### config.mk
export PLATFORM = sky130hd
export DESIGN_NAME = stereo_roi_point_statistics_top
export DESIGN_NICKNAME = d
export VERILOG_FILES = /design/src/hw/rtl/srps_pkg.sv /design/src/hw/rtl/stereo_roi_point_statistics_top.sv /design/src/hw/rtl/srps_divider.sv /design/src/hw/rtl/srps_datapath.sv /design/src/hw/rtl/srps_ctrl.sv
export VERILOG_INCLUDE_DIRS = /design/src /design/src/hw/rtl
export SDC_FILE = /design/constraint.sdc
export NUM_CORES = 2
export LEC_CHECK = 0
export ABC_CLOCK_PERIOD_IN_PS = 11300
export BUFFER_PORTS_ARGS = -buffer_cell sky130_fd_sc_hd__buf_2
export CORE_UTILIZATION = 65
export DETAILED_ROUTE_END_ITERATION = 16
export HOLD_SLACK_MARGIN = 0.08
export PLACE_DENSITY = 0.93
export SLEW_MARGIN = 10
export SYNTH_ARGS = -nofsm -noshare
export SYNTH_HDL_FRONTEND = slang
export SYNTH_HIERARCHICAL = 1
export SYNTH_SLANG_ARGS = --single-unit
export TNS_END_PERCENT = 30
### constraint.sdc
create_clock -name clk_i -period 11.3 [get_ports clk_i]
set_clock_uncertainty 0.2 [all_clocks]
set_input_delay 1.13 -clock clk_i [delete_from_list [all_inputs] [get_ports clk_i]]
set_output_delay 1.13 -clock clk_i [all_outputs]
set_load 0.03 [all_outputs]
### src/hw/rtl/stereo_roi_point_statistics_top_assert.svh
// Assertion macros for the stereo ROI point statistics block.
`ifndef STEREO_ROI_POINT_STATISTICS_TOP_ASSERT_SVH
`define STEREO_ROI_POINT_STATISTICS_TOP_ASSERT_SVH

// Property that must hold at every clock edge outside reset.
`define SRPS_ASSERT(label, prop, msg) \
  label: assert property (@(posedge clk_i) disable iff (!rst_ni) (prop)) else $error(msg);

// Condition that must never be true at a clock edge outside reset.
`define SRPS_ASSERT_NEVER(label, cond, msg) \
  label: assert property (@(posedge clk_i) disable iff (!rst_ni) !(cond)) else $error(msg);

`endif

### src/hw/rtl/srps_pkg.sv
// Package with the types, constants and helpers of the ROI point statistics block.
package srps_pkg;
  localparam int unsigned CoordBits = 12;
  localparam int unsigned CountBits = 24;
  localparam int unsigned SumBits   = 56;
  localparam int unsigned DivBits   = 56;
  localparam int unsigned DivCntBits = 6;
  localparam int unsigned MinPoints = 10;
  localparam logic signed [16:0] DispFloor = 17'sd32;

  localparam logic [2:0] CfgCx   = 3'd0;
  localparam logic [2:0] CfgCy   = 3'd1;
  localparam logic [2:0] CfgF    = 3'd2;
  localparam logic [2:0] CfgT    = 3'd3;
  localparam logic [2:0] CfgMind = 3'd4;

  // Datapath commands issued by the controller.
  typedef enum logic [3:0] {
    CmdNone, CmdLoad, CmdDivX, CmdDivY, CmdDivZ, CmdAccum,
    CmdMeanZ, CmdMeanX, CmdMeanY, CmdMeanEnd, CmdClear
  } cmd_e;

  typedef struct packed {
    cmd_e cmd;
    logic div_start;
  } ctrl_t;

  typedef struct packed {
    logic qualify;
    logic enough;
    logic div_busy;
  } stat_t;

  // Saturate a wide signed value to 32 bits.
  function automatic logic signed [31:0] sat32(input logic signed [57:0] v);
    if (v > 58'sd2147483647) return 32'sh7fffffff;
    if (v < -58'sd2147483648) return 32'sh80000000;
    return v[31:0];
  endfunction
endpackage

### src/hw/rtl/stereo_roi_point_statistics_top.sv
// Top level of the stereo ROI point statistics block.
//  Channel | Direction | Content
//  s_axis  | in        | tdata: column, row, disparity; tlast: last_pixel
//  m_axis  | out       | tdata: extent_x, extent_y, mean_z, mean_x, mean_y, valid_res
//  cfg     | in        | register index and 16-bit value, one write per cycle
// A qualifying pixel holds the input through three 56-step divisions in the shared iterative
// divider; a non-qualifying pixel passes only through the check and wait states.
// The last pixel of a region adds three more divisions for the means, a clear and an output
// load; a region with too few points skips those divisions and adds only the clear and the load.
// Reset is asynchronous and clears configuration and accumulators.
// The result sits in an output register; a stall there holds only the next region end.
module stereo_roi_point_statistics_top (
  input  logic         clk_i,
  input  logic         rst_ni,
  input  logic         cfg_we_i,
  input  logic [2:0]   cfg_idx_i,
  input  logic [15:0]  cfg_data_i,
  input  logic         s_axis_tvalid,
  output logic         s_axis_tready,
  input  logic [39:0]  s_axis_tdata, // column, row, disparity
  input  logic         s_axis_tlast, // last_pixel
  output logic         m_axis_tvalid,
  input  logic         m_axis_tready,
  output logic [167:0] m_axis_tdata  // extent_x, extent_y, mean_z, mean_x, mean_y, valid_res
);
  import srps_pkg::*;

  ctrl_t ctrl;
  stat_t stat;
  logic [159:0] res;
  logic [160:0] out_q;
  logic in_fire, ok, snap;

  assign in_fire = s_axis_tvalid && s_axis_tready;

  srps_ctrl u_ctrl (
    .clk_i, .rst_ni, .in_fire_i(in_fire), .last_i(s_axis_tlast),
    .out_ready_i(m_axis_tready), .stat_i(stat), .ctrl_o(ctrl),
    .in_ready_o(s_axis_tready), .out_valid_o(m_axis_tvalid), .out_ok_o(ok), .snap_o(snap)
  );

  srps_datapath u_dp (
    .clk_i, .rst_ni, .cfg_we_i, .cfg_idx_i, .cfg_data_i, .pix_i(s_axis_tdata),
    .ctrl_i(ctrl), .stat_o(stat), .res_o(res)
  );

  // Output register, loaded while the accumulators clear.
  always_ff @(posedge clk_i) begin
    if (snap) out_q <= {1'b1, res};
  end

  assign m_axis_tdata = ok ? {7'd0, out_q} : '0;

  `include "stereo_roi_point_statistics_top_assert.svh"

  `SRPS_ASSERT(a_no_in_while_busy, in_fire |=> !s_axis_tready, "input taken while busy")
  `SRPS_ASSERT(a_snap_idle_out, snap |-> !m_axis_tvalid || m_axis_tready, "result overwritten")
  `SRPS_ASSERT_NEVER(a_pad_zero, |m_axis_tdata[167:161], "tdata padding not zero")
endmodule

### src/hw/rtl/srps_divider.sv
// Iterative signed divider, one quotient bit per cycle, truncating toward zero.
module srps_divider (
  input  logic                                clk_i,
  input  logic                                rst_ni,
  input  logic                                start_i,
  input  logic signed [srps_pkg::DivBits-1:0] num_i,
  input  logic signed [srps_pkg::DivBits-1:0] den_i,
  output logic                                busy_o,
  output logic signed [srps_pkg::DivBits+1:0] quot_o
);
  import srps_pkg::*;

  logic [DivBits-1:0] rem_q, rem_d, quo_q, quo_d, den_q, den_d;
  logic [DivCntBits-1:0] cnt_q, cnt_d;
  logic busy_q, busy_d, neg_q, neg_d;
  logic [DivBits:0] trial;

  // Restoring division on magnitudes.
  always_comb begin
    rem_d = rem_q; quo_d = quo_q; den_d = den_q; cnt_d = cnt_q;
    busy_d = busy_q; neg_d = neg_q;
    trial = '0;
    if (start_i) begin
      quo_d  = num_i[DivBits-1] ? DivBits'(-num_i) : DivBits'(num_i);
      den_d  = den_i[DivBits-1] ? DivBits'(-den_i) : DivBits'(den_i);
      neg_d  = num_i[DivBits-1] ^ den_i[DivBits-1];
      rem_d  = '0;
      cnt_d  = DivCntBits'(DivBits - 1);
      busy_d = 1'b1;
    end else if (busy_q) begin
      trial = {rem_q, quo_q[DivBits-1]} - {1'b0, den_q};
      if (!trial[DivBits]) begin
        rem_d = trial[DivBits-1:0];
        quo_d = {quo_q[DivBits-2:0], 1'b1};
      end else begin
        rem_d = {rem_q[DivBits-2:0], quo_q[DivBits-1]};
        quo_d = {quo_q[DivBits-2:0], 1'b0};
      end
      cnt_d = cnt_q - 1'b1;
      if (cnt_q == '0) busy_d = 1'b0;
    end
  end

  always_ff @(posedge clk_i or negedge rst_ni) begin
    if (!rst_ni) begin
      busy_q <= 1'b0;
      cnt_q  <= '0;
    end else begin
      busy_q <= busy_d;
      cnt_q  <= cnt_d;
    end
  end

  always_ff @(posedge clk_i) begin
    rem_q <= rem_d; quo_q <= quo_d; den_q <= den_d; neg_q <= neg_d;
  end

  assign busy_o = busy_q;
  assign quot_o = neg_q ? -$signed({2'b00, quo_q}) : $signed({2'b00, quo_q});
endmodule

### src/hw/rtl/srps_datapath.sv
// Datapath: reprojection, accumulators and result registers.
module srps_datapath (
  input  logic                  clk_i,
  input  logic                  rst_ni,
  input  logic                  cfg_we_i,
  input  logic [2:0]            cfg_idx_i,
  input  logic [15:0]           cfg_data_i,
  input  logic [39:0]           pix_i,
  input  srps_pkg::ctrl_t       ctrl_i,
  output srps_pkg::stat_t       stat_o,
  output logic [159:0]          res_o
);
  import srps_pkg::*;

  logic [15:0] cx_q, cy_q, f_q, t_q;
  logic signed [15:0] mind_q;
  logic [CoordBits-1:0] u_q, v_q;
  logic signed [15:0] d_q;
  logic signed [17:0] du, dv;
  logic signed [34:0] prod_q;
  logic signed [DivBits-1:0] num, den;
  logic signed [DivBits+1:0] quot;
  logic signed [31:0] px_q, py_q;
  logic [CountBits-1:0] cnt_q;
  logic signed [SumBits-1:0] sx_q, sy_q, sz_q;
  logic signed [31:0] lx_q, hx_q, ly_q, hy_q;
  logic signed [31:0] mz_q, mx_q, my_q;
  logic signed [16:0] diff;
  logic signed [57:0] ex, ey;
  logic div_busy;

  // Configuration registers.
  always_ff @(posedge clk_i or negedge rst_ni) begin
    if (!rst_ni) begin
      cx_q <= '0; cy_q <= '0; f_q <= '0; t_q <= '0; mind_q <= '0;
    end else if (cfg_we_i) begin
      case (cfg_idx_i)
        CfgCx:   cx_q <= cfg_data_i;
        CfgCy:   cy_q <= cfg_data_i;
        CfgF:    f_q <= cfg_data_i;
        CfgT:    t_q <= cfg_data_i;
        CfgMind: mind_q <= cfg_data_i;
        default: ;
      endcase
    end
  end

  assign diff = 17'(d_q) - 17'(mind_q);
  assign stat_o.qualify = (17'(d_q) > DispFloor) && (diff > DispFloor) && (cnt_q != '1);
  assign stat_o.enough = cnt_q > CountBits'(MinPoints);
  assign stat_o.div_busy = div_busy;

  assign du = $signed({2'b00, u_q, 4'b0000}) - $signed({2'b00, cx_q});
  assign dv = $signed({2'b00, v_q, 4'b0000}) - $signed({2'b00, cy_q});

  // Divider operand select.
  always_comb begin
    num = '0; den = '0;
    case (ctrl_i.cmd)
      CmdDivX, CmdDivY, CmdDivZ: begin
        num = {{(DivBits-39){prod_q[34]}}, prod_q, 4'b0000}; den = DivBits'(d_q);
      end
      CmdMeanZ: begin num = sz_q; den = DivBits'({1'b0, cnt_q}); end
      CmdMeanX: begin num = sx_q; den = DivBits'({1'b0, cnt_q}); end
      CmdMeanY: begin num = sy_q; den = DivBits'({1'b0, cnt_q}); end
      default: ;
    endcase
  end

  srps_divider u_div (
    .clk_i, .rst_ni, .start_i(ctrl_i.div_start), .num_i(num), .den_i(den),
    .busy_o(div_busy), .quot_o(quot)
  );

  function automatic logic signed [SumBits-1:0] sadd(input logic signed [SumBits-1:0] a,
                                                     input logic signed [31:0] b);
    logic signed [SumBits:0] s;
    s = 57'(a) + 57'(b);
    if (s[SumBits] != s[SumBits-1]) return s[SumBits] ? {1'b1, {(SumBits-1){1'b0}}}
                                                     : {1'b0, {(SumBits-1){1'b1}}};
    return s[SumBits-1:0];
  endfunction

  // Accumulators; z is taken straight from the divider as its division ends.
  always_ff @(posedge clk_i or negedge rst_ni) begin
    if (!rst_ni) begin
      cnt_q <= '0; sx_q <= '0; sy_q <= '0; sz_q <= '0;
      lx_q <= 32'sh7fffffff; hx_q <= 32'sh80000000;
      ly_q <= 32'sh7fffffff; hy_q <= 32'sh80000000;
    end else begin
      case (ctrl_i.cmd)
        CmdAccum: begin
          cnt_q <= cnt_q + 1'b1;
          sx_q <= sadd(sx_q, px_q); sy_q <= sadd(sy_q, py_q);
          sz_q <= sadd(sz_q, sat32(quot));
          if (px_q < lx_q) lx_q <= px_q;
          if (px_q > hx_q) hx_q <= px_q;
          if (py_q < ly_q) ly_q <= py_q;
          if (py_q > hy_q) hy_q <= py_q;
        end
        CmdClear: begin
          cnt_q <= '0; sx_q <= '0; sy_q <= '0; sz_q <= '0;
          lx_q <= 32'sh7fffffff; hx_q <= 32'sh80000000;
          ly_q <= 32'sh7fffffff; hy_q <= 32'sh80000000;
        end
        default: ;
      endcase
    end
  end

  // Product and quotient capture, one multiply per step.
  always_ff @(posedge clk_i) begin
    case (ctrl_i.cmd)
      CmdLoad: begin
        u_q <= pix_i[CoordBits-1:0]; v_q <= pix_i[12+CoordBits-1:12];
        d_q <= pix_i[39:24];
      end
      CmdDivX: prod_q <= 35'(du * $signed({1'b0, t_q}));
      CmdDivY: begin px_q <= sat32(quot); prod_q <= 35'(dv * $signed({1'b0, t_q})); end
      CmdDivZ: begin
        py_q <= sat32(quot); prod_q <= $signed({3'b000, 32'(f_q) * 32'(t_q)});
      end
      CmdMeanZ: ;
      CmdMeanX: mz_q <= sat32(quot);
      CmdMeanY: mx_q <= sat32(quot);
      CmdMeanEnd: my_q <= sat32(quot);
      default: ;
    endcase
  end

  assign ex = 58'(hx_q) - 58'(lx_q);
  assign ey = 58'(hy_q) - 58'(ly_q);
  assign res_o = {my_q, mx_q, mz_q, sat32(ey), sat32(ex)};
endmodule

### src/hw/rtl/srps_ctrl.sv
// Controller sequencing one pixel and the end-of-region result.
module srps_ctrl (
  input  logic            clk_i,
  input  logic            rst_ni,
  input  logic            in_fire_i,
  input  logic            last_i,
  input  logic            out_ready_i,
  input  srps_pkg::stat_t stat_i,
  output srps_pkg::ctrl_t ctrl_o,
  output logic            in_ready_o,
  output logic            out_valid_o,
  output logic            out_ok_o,
  output logic            snap_o
);
  import srps_pkg::*;

  typedef enum logic [3:0] {
    StIdle, StCheck, StDivX, StDivY, StDivZ, StWait, StMeanZ, StMeanX, StMeanY,
    StClear, StOut
  } state_e;

  state_e state_q;
  logic last_q, ok_q, outv_q, started_q;
  state_e after_wait;

  // Divide steps: issue on entry, then wait for the divider to finish.
  always_comb begin
    ctrl_o = '{cmd: CmdNone, div_start: 1'b0};
    snap_o = 1'b0;
    case (state_q)
      StIdle:  if (in_fire_i) ctrl_o.cmd = CmdLoad;
      StCheck: if (stat_i.qualify) ctrl_o.cmd = CmdDivX;
      StDivX:  if (!started_q) ctrl_o = '{cmd: CmdDivX, div_start: 1'b1};
               else if (!stat_i.div_busy) ctrl_o.cmd = CmdDivY;
      StDivY:  if (!started_q) ctrl_o = '{cmd: CmdDivY, div_start: 1'b1};
               else if (!stat_i.div_busy) ctrl_o.cmd = CmdDivZ;
      StDivZ:  if (!started_q) ctrl_o = '{cmd: CmdDivZ, div_start: 1'b1};
               else if (!stat_i.div_busy) ctrl_o.cmd = CmdAccum;
      StMeanZ: if (!started_q) ctrl_o = '{cmd: CmdMeanZ, div_start: 1'b1};
               else if (!stat_i.div_busy) ctrl_o.cmd = CmdMeanX;
      StMeanX: if (!started_q) ctrl_o = '{cmd: CmdMeanX, div_start: 1'b1};
               else if (!stat_i.div_busy) ctrl_o.cmd = CmdMeanY;
      StMeanY: if (!started_q) ctrl_o = '{cmd: CmdMeanY, div_start: 1'b1};
               else if (!stat_i.div_busy) ctrl_o.cmd = CmdMeanEnd;
      StClear: begin
        ctrl_o.cmd = CmdClear; snap_o = 1'b1;
      end
      default: ;
    endcase
  end

  assign after_wait = StIdle;

  always_ff @(posedge clk_i or negedge rst_ni) begin
    if (!rst_ni) begin
      state_q <= StIdle; last_q <= 1'b0; ok_q <= 1'b0; outv_q <= 1'b0;
      started_q <= 1'b0;
    end else begin
      if (outv_q && out_ready_i) outv_q <= 1'b0;
      case (state_q)
        StIdle: if (in_fire_i) begin last_q <= last_i; state_q <= StCheck; end
        StCheck: begin
          started_q <= 1'b0;
          if (stat_i.qualify) state_q <= StDivX;
          else state_q <= StWait;
        end
        StDivX: begin
          if (!started_q) started_q <= 1'b1;
          else if (!stat_i.div_busy) begin started_q <= 1'b0; state_q <= StDivY; end
        end
        StDivY: begin
          if (!started_q) started_q <= 1'b1;
          else if (!stat_i.div_busy) begin started_q <= 1'b0; state_q <= StDivZ; end
        end
        StDivZ: begin
          if (!started_q) started_q <= 1'b1;
          else if (!stat_i.div_busy) begin started_q <= 1'b0; state_q <= StWait; end
        end
        StWait: begin
          // Results are emitted only once the previous one was taken.
          if (!last_q) state_q <= after_wait;
          else if (!outv_q || out_ready_i) begin
            ok_q <= stat_i.enough;
            state_q <= stat_i.enough ? StMeanZ : StClear;
          end
        end
        StMeanZ: begin
          if (!started_q) started_q <= 1'b1;
          else if (!stat_i.div_busy) begin started_q <= 1'b0; state_q <= StMeanX; end
        end
        StMeanX: begin
          if (!started_q) started_q <= 1'b1;
          else if (!stat_i.div_busy) begin started_q <= 1'b0; state_q <= StMeanY; end
        end
        StMeanY: begin
          if (!started_q) started_q <= 1'b1;
          else if (!stat_i.div_busy) begin started_q <= 1'b0; state_q <= StClear; end
        end
        StClear: state_q <= StOut;
        StOut: begin outv_q <= 1'b1; state_q <= StIdle; end
        default: state_q <= StIdle;
      endcase
    end
  end

  assign in_ready_o  = (state_q == StIdle);
  assign out_valid_o = outv_q;
  assign out_ok_o    = ok_q;
endmodule

==> Yosys cells after proc, flatten, opt, wreduce, memory -nomap -nowiden <==
Cells that the tools add are included.
Widths: inputs -> output; s select.
{ "totals": {"word_cells": 274, "register_bits": 979, "output_inout_bits": 170, "in_bits": 65} }
{ "op_classes": {"reduce_logical": 29, "n_bitwise": 1, "n_mul": 3, "n_lt_le_gt_ge": 13, "addsub": 14, "n_mux": 133, "eq_ne": 46} }
{ "op_table": {"columns": ["op", "count"], "rows": [
  ["$mux 32", 27],
  ["$mux 56", 13],
  ["$pmux 56 s2", 4],
  ["$pmux 32 s2", 4],
  ["$pmux 56 s4", 1],
  ["$gt 58x32->1 const B", 3],
  ["$lt 58x32->1 const B", 3],
  ["$add 56x32->57", 3],
  ["$mux 161", 1],
  ["$neg 56->56", 2],
  ["$pmux 35 s3", 1],
  ["$mux 4", 20],
  ["$mul 17x17->34", 2],
  ["$sub 32x32->33", 2],
  ["$gt 32x32->1", 2],
  ["$lt 32x32->1", 2],
  ["$mux 58", 1],
  ["$neg 56->58", 1],
  ["$sub 57x56->57", 1],
  ["$mux 55", 1],
  ["$sub 16x16->17", 3],
  ["$pmux 24 s2", 1],
  ["$mux 1", 44],
  ["$pmux 4 s10", 1],
  ["other kinds (37)", 96]
]} }

==> Longest topological paths before layout <==
{ "depth": {"depth_word": 19, "depth_mapped": 37, "ltp_nobuf": 36} }

==> Cells and area by module <==
The synthesis kept the hierarchy.
{ "by_module_without_submodules": {"columns": ["module", "area_each_um2", "instances", "cells_each", "seq_area_each_um2"], "rows": [
  ["srps_datapath", 74525.2, 1, 8473, 17116.4],
  ["srps_divider", 13518.0, 1, 1547, 4689.5],
  ["stereo_roi_point_statistics_top", 6029.5, 1, 347, 4804.6],
  ["srps_ctrl", 711.9, 1, 88, 200.2]
]} }

==> Worst setup path after synthesis <==
Ideal clock, no wire load.
{ "synth_timing": {"path_type": "register to register", "from": "register u_dp.mind_q[1]", "to": "register u_dp.u_div.den_q[53] (data pin)", "synth_period_minus_slack_ps": 8873, "required_time_ps": 10753, "stages_incl_launch_ff": 31, "setup_slack_ps": 2427, "setup_ps": 347, "path_buffers": 2, "arrival_ps": 8327, "cell_sequence": "dfrtp_1 > inv_1 > ha_1 > nor2b_1 > o21ai_0 > a21boi_0 > o21ai_0 > nand2b_1 > a21o_1 > a21o_1 > a21o_1 > a211o_1 > a2111oi_0 > a211oi_1 > nor2_1 > nand3b_1 > nand2_1 > clkbuf_1 > nor2_1 > mux2i_1 > nor2_1 > clkbuf_1 > nand2_1 > inv_1 > or3_1 > or3_1 > or3_1 > or3_1 > or3_4 > o31ai_4 > xnor2_1"} }
{ "synth_rtl": {"columns": ["item", "line", "text"], "rows": [
  ["start: declaration", "srps_datapath.sv:16", "logic signed [15:0] mind_q;"],
  ["start signal: assignment", "srps_datapath.sv:42", "CfgMind: mind_q <= cfg_data_i;"],
  ["end signal: assignment", "srps_divider.sv:55", "rem_q <= rem_d; quo_q <= quo_d; den_q <= den_d; neg_q <= neg_d;"],
  ["end: declaration", "srps_divider.sv:13", "logic [DivBits-1:0] rem_q, rem_d, quo_q, quo_d, den_q, den_d;"]
]} }

==> Worst setup path after layout <==
{ "layout_timing": {"from": "register u_dp.cx_q[0]", "to": "register u_dp.prod_q[31] (data pin)"} }
{ "layout_via": {"elab_chain_cells": 3} }
{ "layout_rtl": {"columns": ["item", "line", "text"], "rows": [
  ["start: declaration", "srps_datapath.sv:15", "logic [15:0] cx_q, cy_q, f_q, t_q;"],
  ["start signal: assignment", "srps_datapath.sv:38", "CfgCx: cx_q <= cfg_data_i;"],
  ["$sub 16x16->17", "srps_datapath.sv:53", "assign du = $signed({2'b00, u_q, 4'b0000}) - $signed({2'b00, cx_q});"],
  ["$mul 17x17->34", "srps_datapath.sv:118", "CmdDivX: prod_q <= 35'(du * $signed({1'b0, t_q}));"],
  ["$pmux 35 s3", "srps_datapath.sv:113", "case (ctrl_i.cmd)"],
  ["end signal: assignment", "srps_datapath.sv:118", null],
  ["end signal: assignment", "srps_datapath.sv:119", "CmdDivY: begin px_q <= sat32(quot); prod_q <= 35'(dv * $signed({1'b0, t_q})); end"],
  ["end signal: assignment", "srps_datapath.sv:121", "py_q <= sat32(quot); prod_q <= $signed({3'b000, 32'(f_q) * 32'(t_q)});"],
  ["end: declaration", "srps_datapath.sv:20", "logic signed [34:0] prod_q;"]
]} }
No other way between the ends.
A chain may end at the register's enable or synchronous reset.

==> run metrics <==
DRT antenna net count 0; io pins 235; R2R Setup Slk 1050 ps; most used cell, CP fa_1; TNS Setup 0 ps; clk root buf clkbuf_16; cell taking the most area after synthesis edfxtp_1; Seq/Total Area, Yosys 28.3%; Synth Warn # 6; setup bufs post-CTS 0; post-synth top area share 16.1%; Std-Cell Rows 139; max-slew headroom at the worst pin 10.1%; hold_buf cts 0; Hold Crit Class in2async; top post-synthesis cells by count inv_1, nand2_1, fa_1; # nets final 12000; Post-route DRC 0; hpwl dp 201000 µm; area of the multi-input gates 61200 µm²; Mapped Cells 10500; Syn Std Cell Area 94800 µm²; crit-path max cell delay 930 ps; CTS tree yes; slowest stage cell, crit path fa_1; crit-path leading delay family adder cells; Num Clock Sinks 978; WP buf/inv 5; max-slew violations 0; largest cells by area after synthesis edfxtp_1, fa_1, ha_1; Detailed Route Iter0 Violations 8592; CP Launch Type flip-flop; final hold vios 0; Max FO, Critical Path 26; clock slew at reported path FFs 60 ps; Crit path required time 11570 ps; H-Tree Depth 3; worst path arrival time 10510 ps; RD Place Congestion 0.972; initial antenna violation count 14; worst hold slack 139 ps; asr flop ratio synth 42.4%; GR Overflow Total 0; slew of the pin with the lowest slew margin 1350 ps; Initial Utilization 65.7%; Clock Path Buffers 3; die height 384 µm; crit path capture type flip-flop; top_reg_cell synth edfxtp_1; final setup fails 0; vias in the first global route 80800; number of synthesized register bits 978; WL/cell 22.1 µm; post-synth cell types 112; All-Layer GR Usage 37.1%; cell with the most instances after synthesis inv_1; Routed WL 275000 µm; CTS Buf Count 104; Post-CTS Resized 0; DIE WIDTH 384 µm; maxcap violations 0; minimum clock period after layout 10250 ps; fin crit share 90.7%; routed vias/inst 6.41; Die ar. 147000 µm²; RSZ-0062 raised after global routing no; first-pass GRT wire length 433000 µm; Skew-Pair Late Insertion Delay 810 ps; EDFF count, synth 507; port buffer count 227; TritonRoute pass-1 iters 9; utilization after layout 70.1%; Core Area 144000 µm²; Layout fillers 10000; vias 79700; status finished, final reports clean; CP Class reg2reg; maximum achievable frequency 97.6 MHz; area grow syn2layout 6.66%; syn avg cell area 9.07 µm²; share of cells above drive strength 1 6.96%; register area 26800 µm²; largest net degree at the start of global routing 151
## routing by layer
| layer | part of all wire (%) | up-vias | GRT usage, % |
|---|---|---|---|
| met5 | 0.029 | - | 0 |
| met4 | 7.2 | 10 | 23.1 |
| met3 | 10 | 1281 | 7.82 |
| met2 | 46 | 4955 | 60.4 |
| met1 | 36 | 38300 | 45.2 |
| li1 | - | 35200 | - |
## kinds of logic (layout without fill, tap and decap cells)
group	count (synthesis)	count (layout)	share of synthesized area, %
mux	238	238	2.57
compound gates	2163	2163	14.6
simple gates	3172	3172	16.0
other cells	1	15	0.00396
xor+xnor	551	551	5.10
fa+ha+maj	1515	1515	26.0
flops	978	978	28.3
buf+inv	1837	1895	7.46
## cell type report
cell class,instances,area share [%]
Antenna cell,8,0.0198
Multi-Input combinational cell,7646,60.5
Clock buffer,130,2.80
Tap cell,1903,2.36
Timing Repair Buffer,341,1.99
Sequential cell,978,26.5
Inverter,1356,5.04
Clock inverter,68,0.728
## registers in the layout, summed over array words and instances, names as in the netlist, 32 cells and up
name,flops
u_dp/u_div/quo_q,56
u_dp/px_q,32
u_dp/lx_q,32
out_q,160
u_dp/sx_q,56
u_dp/mx_q,32
u_dp/u_div/rem_q,56
u_dp/mz_q,32
u_dp/sy_q,56
u_dp/ly_q,32
u_dp/my_q,32
u_dp/hy_q,32
u_dp/py_q,32
u_dp/hx_q,32
u_dp/prod_q,34
u_dp/u_div/den_q,56
u_dp/sz_q,56
## cell usage in the layout (no fill, tap or decap), types with 40 or more instances in the layout
cell type     n
a211oi_1     77
a21o_1      254
a21oi_1     528
a221o_1      48
a31oi_1      87
and2_1      515
and3_1       57
buf_2       226
buf_4       112
clkbuf_16   107
dfrtp_1     344
dfstp_2      64
dfxtp_1      56
edfxtp_1    507
fa_1        759
ha_1        741
inv_1      1350
mux2_2       40
mux2i_1     194
nand2_1    1243
nand2b_1     86
nand3_1     131
nand4_1     100
nor2_1      618
nor2b_1      73
nor3_1       96
nor4_1       44
o211ai_1     78
o21a_1       56
o21ai_0     561
o21bai_1     70
o31ai_1      70
or3_1        70
xnor2_1     341
xor2_1      201
## stage by stage
step | worst slack [ps] | std cells | area (µm²)
CTS | 1200 | 12400 | 101000
global placement | 1730 | 12200 | 97500
finish | 1050 | 12400 | 101000
global route | 438 | 12400 | 101000
floorplan | 2430 | 10500 | 94800
detailed placement | 1260 | 12200 | 97500
## worst reg2reg max path, delay by kind of cell, from the launching register on
family / cells / cell delay, ps
buffers and inverters: 5 / 670
adder cells (fa/ha/maj): 8 / 4470
AO/OA/AOI/OAI: 16 / 3190
flip-flops: 1 / 700
AND/OR/NAND/NOR: 4 / 750
## worst paths after layout
kind | from | endpoint | depth (start not counted)
min reg2reg | u_dp/mz_q[13] | out_q[77] | 0
max | u_dp/cx_q[0] | u_dp/prod_q[31] | 33
max in group asynchronous | rst_ni | u_dp/sx_q[16] | 3
min | rst_ni | u_dp/cnt_q[18] | 1
max reg2reg | u_dp/cx_q[0] | u_dp/prod_q[31] | 33
min in group clk_i | u_dp/mz_q[13] | out_q[77] | 0
Power is not shown: default switching activity piles up to over one toggle a cycle in this logic, so the estimate is an artifact.
